### config.mk
export PLATFORM = sky130hd
export DESIGN_NAME = npss_root_div
export DESIGN_NICKNAME = d
export VERILOG_FILES = /design/src/npss_pkg.sv /design/src/npss_root_div.sv
export SDC_FILE = /design/constraint.sdc
export NUM_CORES = 1
export LEC_CHECK = 0
export BUFFER_PORTS_ARGS = -buffer_cell sky130_fd_sc_hd__buf_2
export CAP_MARGIN = 20
export CORE_UTILIZATION = 35
export CTS_BUF_LIST = sky130_fd_sc_hd__clkbuf_2
export DETAILED_ROUTE_END_ITERATION = 16
export REMOVE_ABC_BUFFERS = 1
export SYNTH_ARGS = -nofsm -noshare
export SYNTH_HDL_FRONTEND = slang
export SYNTH_SLANG_ARGS = --single-unit
### constraint.sdc
create_clock -name clk -period 9.8 [get_ports clk]
set_clock_uncertainty 0.2 [all_clocks]
set_input_delay 1.96 -clock clk [delete_from_list [all_inputs] [get_ports clk]]
set_output_delay 1.96 -clock clk [all_outputs]
set_load 0.005 [all_outputs]
### src/npss_pkg.sv
package npss_pkg;

	// Search limits
	localparam int unsigned MAX_LANES = 256;
	localparam int unsigned MAX_KEYS = 256;
	localparam logic signed [33:0] BOX_LIMIT = 34'sd998400;
	localparam logic [20:0] DIST_MAX = 21'h1FFFFF;

	// Configuration register indexes
	typedef enum logic [1:0] {
		CFG_TARGET_X = 2'd0,
		CFG_TARGET_Y = 2'd1,
		CFG_TARGET_Z = 2'd2
	} cfg_index_t;

	typedef struct packed {
		logic signed [31:0] seg_start_x;
		logic signed [31:0] seg_start_y;
		logic signed [31:0] seg_start_z;
		logic signed [31:0] seg_delta_x;
		logic signed [31:0] seg_delta_y;
		logic signed [31:0] seg_delta_z;
		logic [7:0] lane_number;
		logic [7:0] key_number;
		logic first_segment;
		logic last_segment;
	} in_item_t;

	typedef struct packed {
		logic found;
		logic [20:0] best_distance;
		logic [7:0] best_lane;
		logic [7:0] best_key;
		logic signed [31:0] near_x;
		logic signed [31:0] near_y;
		logic signed [31:0] near_z;
	} out_item_t;

	// Request to the shared divide / square-root unit
	typedef struct packed {
		logic start;
		logic sqrt_mode;
	} rd_req_t;

	typedef struct packed {
		logic busy;
		logic done;
	} rd_stat_t;

endpackage

### src/npss_root_div.sv
module npss_root_div import npss_pkg::*; (
	input  logic clk,
	input  logic arst_n,
	input  rd_req_t req,
	input  logic [63:0] opa,
	input  logic [63:0] opb,
	output rd_stat_t stat,
	output logic [31:0] result
);

	logic [64:0] x_q;
	logic [63:0] den_q;
	logic [63:0] acc_q;
	logic [63:0] bit_q;
	logic [4:0] cnt_q;
	logic busy_q;
	logic done_q;
	logic mode_q;

	logic [64:0] xin;
	logic [64:0] yin;
	logic [65:0] diff;
	logic ge;
	logic last_step;

	// Shared subtract and compare: remainder step or root step
	always_comb begin
		if (mode_q) begin
			xin = x_q;
			yin = {1'b0, acc_q} + {1'b0, bit_q};
		end else begin
			xin = {x_q[63:0], 1'b0};
			yin = {1'b0, den_q};
		end
		diff = {1'b0, xin} - {1'b0, yin};
		ge = ~diff[65];
		last_step = mode_q ? (cnt_q == 5'd31) : (cnt_q == 5'd15);
	end

	always_ff @(posedge clk or negedge arst_n) begin
		if (!arst_n) begin
			busy_q <= 1'b0;
			done_q <= 1'b0;
			mode_q <= 1'b0;
			cnt_q <= '0;
		end else begin
			done_q <= 1'b0;
			if (req.start) begin
				busy_q <= 1'b1;
				mode_q <= req.sqrt_mode;
				cnt_q <= '0;
			end else if (busy_q) begin
				cnt_q <= cnt_q + 5'd1;
				if (last_step) begin
					busy_q <= 1'b0;
					done_q <= 1'b1;
				end
			end
		end
	end

	// Datapath registers
	always_ff @(posedge clk) begin
		if (req.start) begin
			x_q <= {1'b0, opa};
			den_q <= opb;
			acc_q <= '0;
			bit_q <= 64'h4000_0000_0000_0000;
		end else if (busy_q) begin
			if (mode_q) begin
				if (ge) begin
					x_q <= diff[64:0];
					acc_q <= (acc_q >> 1) + bit_q;
				end else begin
					acc_q <= acc_q >> 1;
				end
				bit_q <= bit_q >> 2;
			end else begin
				x_q <= ge ? diff[64:0] : xin;
				acc_q <= {acc_q[62:0], ge};
			end
		end
	end

	assign stat.busy = busy_q;
	assign stat.done = done_q;
	assign result = acc_q[31:0];

endmodule

==> results.toml, run 1 <==
[cells_and_area]
fill_cells = 6063
fin_nets = 2824
area_growth_pct = 7.81
drive_gt1_share_pct = 16.9
stdcell_count = 3375

[sta]
tightest_slew_ns = 1.07
min_period_ns = 7.92
report.final.slew_viol_count = 0
maxSlewHeadroom_pct = 28.3
fin_ws_ns = 1.88
fin_crit_sh_pct = 80.8
finalHoldViolCount = 0
max_freq_ghz = 0.126
setup_viol_count_final = 0
tns_ns = 0
whs_ns = 0.288
grt_setup_unrepaired = "no"

[logic_synthesis]
synth_cell_type_count = 93
synth_async_sr_flop_share_pct = 3.43
synth-compound-area-share_pct = 24.5
synth_top_area_share_pct = 18.6
synthAdderAreaFrac_pct = 8.17
ys_ff_latch = 233
yosys-top-cells-area = "edfxtp_1 19%, dfxtp_1 9.4%, ha_1 8.1%"
synth-main-ff-cell = "edfxtp_1"
synth-seq-area-share_pct = 29.0
synth_cells = 2502
synth.avg_cell_area_sq_um = 8.24
synth_xor_area_share_pct = 7.01
muxShareOfSynthArea_pct = 7.84
syn_area_sq_um = 20600
synth_edf_count = 128
yosys.area.top_type = "edfxtp_1"
synth_top_family_by_area = "compound AO/OA/AOI/OAI gates"
synthSimpleGateAreaFrac_pct = 17.5
synth_warnings = 0

[route]
vias_per_cell = 5.74
vias = 19400
drt-wirelength-per-cell_um = 20.1
postRouteAntennaNets = 0
wl_mm = 67.9
route.detailed.drc = 0
drt_iter0_markers = 1636
first_pass_iters = 5

[clock_tree]
cts_max_level = 3
cts_tree = "done"
clockBufferDepth = 3
clock-sinks = 233
hold_buffers = 0
post_cts_resized = 0
cts_setup_buffers = 0
clock-root-buffer = "clkbuf_2"
cts.clk_slew.worst_paths_ns = 0.09
cts_buffers = 71
clk_latency_ns = 1.08

[global_routing]
grt_max_degree = 116
first_global_vias = 18800
antenna_found_initial = 2
grtUsageTotal_pct = 22.2
grt_pass1_wl_mm = 105
grt-ovfl-total = 0

[die]
rows = 88
io_pins = 166
die-height_um = 245
die-area_sq_um = 59900
start_util_pct = 35.6
fp.dieW_um = 245
core_sq_um = 57900

[power_and_ir_drop]
peakVddDrop_mv = 0.111
leakagePower_uw = 0.00873
power_density_nw_per_um2 = 264
p_total_uw = 5870

[placement]
io_buffers = 165
placed_cells = 3250
pre_cts_ws_ns = 2.14
dp_hpwl_mm = 50.2
place_congestion = 0.957

[critical_path]
path_max_fanout = 33
end_kind = "register"
crit_arrival_ns = 8.54
critPathLaunchType = "register"
crit_path_max_incr_delay_ns = 0.84
cp_top_family = "compound AO/OA/AOI/OAI gates"
path_class = "register to register"
path_cells = "ha_1 -> a31o_2 -> a31oi_1 -> o21a_1 -> nand4_1 -> and4_1 -> or2_2 -> a31o_2 -> a31oi_1 -> nor4_1 -> a311oi_1 -> ha_1 -> nand2_1 -> o21ai_1 -> a21o_1 -> a21oi_1 -> o21ai_0 -> nand2_1 -> nand4_2 -> buf_4 -> a311o_1 -> a22oi_1"
slowest_stage = "nand4_2"
worstPathRequired_ns = 10.42
path_buf_inv = 1

[status]
outcome = "finished, final reports clean"

[flow_run]
drv_cap = 0

[min_path]
min_path_type = "register to register"
cell type report:
class	count	area (sq um)	area share [%]
flip-flops and latches	233	5990	27.0
clock buffers	91	455	2.05
diodes	5	12.5	0.0563
inverters	70	263	1.18
multi-input cells	1998	13400	60.4
clock inverters	29	115	0.518
well taps	765	957	4.31
repair buffers	184	1000	4.51
final timing paths:
path,end,cells after the start,slack [ns],startpoint
worst max register to register,x_q[59],22,1.88,acc_q[10]
max in group asynchronous,cnt_q[3],1,8.60,arst_n
worst min register to register,bit_q[0],2,0.29,bit_q[0]
worst min-delay path,bit_q[0],2,0.29,bit_q[0]
min in group asynchronous,mode_q,1,0.59,arst_n
worst max-delay path,x_q[59],22,1.88,acc_q[10]
where the power goes:
| part | total, uW | switching (uW) | internal, uW | leakage (uW) |
|---|---|---|---|---|
| Clock | 727 | 472 | 255 | 0.000435 |
| Combinational | 3570 | 2150 | 1420 | 0.00612 |
| Sequential | 1570 | 248 | 1320 | 0.00218 |
worst reg2reg max path, cell delays in order (launching register included):
cell	delay [ns]
dfxtp_1	0.49
ha_1	0.33
a31o_2	0.29
a31oi_1	0.25
o21a_1	0.32
nand4_1	0.21
and4_1	0.30
or2_2	0.32
a31o_2	0.27
a31oi_1	0.29
nor4_1	0.08
a311oi_1	0.46
ha_1	0.45
nand2_1	0.11
o21ai_1	0.13
a21o_1	0.23
a21oi_1	0.21
o21ai_0	0.13
nand2_1	0.65
nand4_2	0.85
buf_4	0.54
a311o_1	0.38
a22oi_1	0.17
cell usage after synthesis, types with 37 or more instances:
library cell / number
nand2_1: 267
a21oi_1: 248
nor2_1: 211
ha_1: 133
o21ai_0: 131
edfxtp_1: 128
clkbuf_1: 121
mux2_2: 100
dfxtp_1: 97
xnor2_1: 93
a31oi_1: 82
xor2_1: 72
inv_1: 70
nand4_1: 55
mux2i_1: 49
a21o_1: 41
buf_4: 37
cells in the final DEF, fill, tap and decap left out, types with 91 or more instances in the layout:
master / Yosys / layout
a21oi_1: 248 / 248
buf_2: 28 / 164
clkbuf_2: 2 / 91
dfxtp_1: 97 / 97
edfxtp_1: 128 / 128
ha_1: 133 / 133
mux2_2: 100 / 100
nand2_1: 267 / 266
nor2_1: 211 / 211
o21ai_0: 131 / 131
xnor2_1: 93 / 93
state kept, by name, summed over array words and instances (netlist names):
name    flops
acc_q      64
bit_q      32
busy_q      1
cnt_q       5
den_q      64
done_q      1
mode_q      1
x_q        65
cells by family after synthesis:
| group | count (synthesis) |
|---|---|
| AO/OA/AOI/OAI | 790 |
| AND/OR/NAND/NOR | 760 |
| buffers and inverters | 271 |
| flip-flops | 233 |
| XOR/XNOR | 165 |
| multiplexers | 149 |
| adder cells (fa/ha/maj) | 134 |
layer usage:
layer / part of all wire (%) / global-route usage, % / wire length, um
met1: 46 / 29.8 / 31200
met3: 5.7 / 3.56 / 3840
met4: 3.2 / 8.79 / 2150
met5: 0.019 / 0 / 13
met2: 45 / 35.3 / 30700
stage by stage:
stage | cell area [sq um] | util [%]
3_3_place_gp | 21600 | 37.4
4_1_cts | 22200 | 38.4
2_1_floorplan | 19700 | -
5_1_grt | 22200 | 38.4
6_report | 22200 | 38.4
3_5_place_dp | 21600 | 37.4
(Power assumes the default switching activity.)
==> inputs of run 2 (changes only) <==
==> constraint.sdc (replaced) <==
create_clock -name clk -period 6.55 [get_ports clk]
set_clock_uncertainty 0.2 [all_clocks]
set_input_delay 1.31 -clock clk [delete_from_list [all_inputs] [get_ports clk]]
set_output_delay 1.31 -clock clk [all_outputs]
set_load 0.005 [all_outputs]
==> run 2 against run 1 <==
Effect of this change: total power is 57% higher; final area grew 3.0%; combinational power grew 60%; routed wire length rose by 0.49%; critical path depth is 1 higher; non-clock buffer count increased by 61; maximum frequency is 26% higher; die area stayed put; first-iteration DRC count is 5.7% higher.
==> results.toml, run 2 (synthesized netlist as in run 1, its figures left out) <==
[sta]
setup_viol_count_final = 0
fin_ws_ns = 0.251
finalHoldViolCount = 0
min_period_ns = 6.30
maxSlewHeadroom_pct = 38.4
tns_ns = 0
fin_crit_sh_pct = 96.2
max_freq_ghz = 0.159
grt_setup_unrepaired = "no"
tightest_slew_ns = 0.921
report.final.slew_viol_count = 0

[clock_tree]
cts_max_level = 3
clockBufferDepth = 3
cts.clk_slew.worst_paths_ns = 0.11
cts_tree = "done"
clock-root-buffer = "clkbuf_2"
clock-sinks = 233
cts_buffers = 71
clk_latency_ns = 1.12

[route]
wl_mm = 68.2
route.detailed.drc = 0
first_pass_iters = 5
drt-wirelength-per-cell_um = 19.9
vias_per_cell = 5.76
vias = 19800
drt_iter0_markers = 1729
postRouteAntennaNets = 0

[power_and_ir_drop]
peakVddDrop_mv = 0.231
power_density_nw_per_um2 = 402
p_total_uw = 9200
leakagePower_uw = 0.00915

[cells_and_area]
drive_gt1_share_pct = 19.5
fin_nets = 2885
area_growth_pct = 11.1
largest_registers = "x_q x65, acc_q x64, den_q x64"
fin_area_sq_um = 22900
fin_util_pct = 39.5
final_cell_mix = "266 x nand2_1, 248 x a21oi_1, 210 x nor2_1, 164 x buf_2, 132 x ha_1"
regMostFlops = "x_q"
final_common_cell = "nand2_1"
largest_reg_flops = 65

[critical_path]
path_max_fanout = 13
path_buf_inv = 3
ff2ff_path_depth = 23
crit_path_max_incr_delay_ns = 0.38
crit_arrival_ns = 6.90
path_cells = "ha_1 -> a31o_2 -> a31oi_1 -> o21a_1 -> nand4_1 -> and4_1 -> or2_2 -> a31o_2 -> a31oi_2 -> nor4_1 -> a311oi_2 -> ha_1 -> buf_4 -> and4_1 -> and2_1 -> nand2_1 -> nor2_1 -> o2111a_2 -> nor4_4 -> buf_4 -> buf_12 -> nor2_2 -> a221o_1"
worstPathRequired_ns = 7.16
slowest_stage = "nor4_4"
critPathLaunchType = "register"
rr_endpoint = "x_q[55]"
cp-endpoint = "x_q[55]"
end_kind = "register"
cp_top_family = "compound AO/OA/AOI/OAI gates"
ff2ff_setup_slack_ns = 0.25
startpoint = "bit_q[10]"
cp_num_cells = 23
path_class = "register to register"
reg2reg_from = "bit_q[10]"

[placement]
io_buffers = 165
pre_cts_ws_ns = 0.129
dpl_cell_area_sq_um = 22200
dp_hpwl_mm = 50.5
place_congestion = 0.984

[min_path]
min_path_type = "input port to register"

[status]
outcome = "finished, final reports clean"

[die]
core_sq_um = 57900
start_util_pct = 35.6
die-height_um = 245
rows = 88
fp.dieW_um = 245
die-area_sq_um = 59900
io_pins = 166

[global_routing]
grt_pass1_wl_mm = 105
grtUsageTotal_pct = 22.1
antenna_found_initial = 1
first_global_vias = 19100
grt_max_degree = 109
grt-ovfl-total = 0

[flow_run]
drv_cap = 0
-- run 2: layout make-up --
cell class | count | area [sq um]
fillers | 6007 | 35000
clock buffers | 97 | 485
repair buffers | 245 | 1560
inverters | 70 | 263
flip-flops and latches | 233 | 5990
well taps | 765 | 957
diodes | 1 | 2.50
multi-input cells | 1998 | 13500
clock inverters | 24 | 158
-- run 2: worst min-delay path by stage --
stage / from / to / slack, ns / depth (start not counted)
2_1_floorplan: bit_q[0] / bit_q[0] / 0.25 / 2
3_3_place_gp: bit_q[0] / bit_q[0] / 0.27 / 2
3_5_place_dp: bit_q[0] / bit_q[0] / 0.28 / 2
4_1_cts: opb[8] / den_q[8] / 0.06 / 1
5_1_grt: opb[28] / den_q[28] / 0.14 / 1
6_report: opb[8] / den_q[8] / 0.17 / 1
-- run 2: through the flow --
step	instances	hold WS, ns
2_1_floorplan	2301	0.251
3_3_place_gp	3307	0.269
3_5_place_dp	3307	0.280
4_1_cts	3429	0.0642
5_1_grt	3433	0.136
6_report	3433	0.170
-- run 2: worst reg2reg max path: stages (launching register included) --
cell and delay [ns]:
dfxtp_1 0.35, ha_1 0.34, a31o_2 0.30, a31oi_1 0.26, o21a_1 0.23, nand4_1 0.21, and4_1 0.34, or2_2 0.33
a31o_2 0.28, a31oi_2 0.27, nor4_1 0.09, a311oi_2 0.30, ha_1 0.31, buf_4 0.18, and4_1 0.20, and2_1 0.17
nand2_1 0.18, nor2_1 0.10, o2111a_2 0.21, nor4_4 0.38, buf_4 0.19, buf_12 0.14, nor2_2 0.10, a221o_1 0.34
-- run 2: power by group --
part	total [uW]	switching, uW	internal [uW]	leakage [uW]
Clock	1210	725	482	0.000484
Combinational	5720	3400	2320	0.00649
Sequential	2270	299	1970	0.00218
Total	9200	4420	4780	0.00915
-- run 2: metal layers --
metal	vias to the layer above	share of wire [%]	routed length (um)	global-route usage, %
li1	9482	-	-	-
met1	9470	46	31100	30.1
met2	708	45	30900	35.0
met3	114	6.5	4410	3.65
met4	0	2.7	1830	8.20
met5	-	0	0	0
-- run 2: what timing repair did --
action | 4_1_cts | 5_1_grt
hold endpoints to repair | 8 | 0
hold buffers | 1 | 0
setup buffers | 0 | 2
resized for setup | 0 | 14
endpoints found under the setup margin | 0 | 192
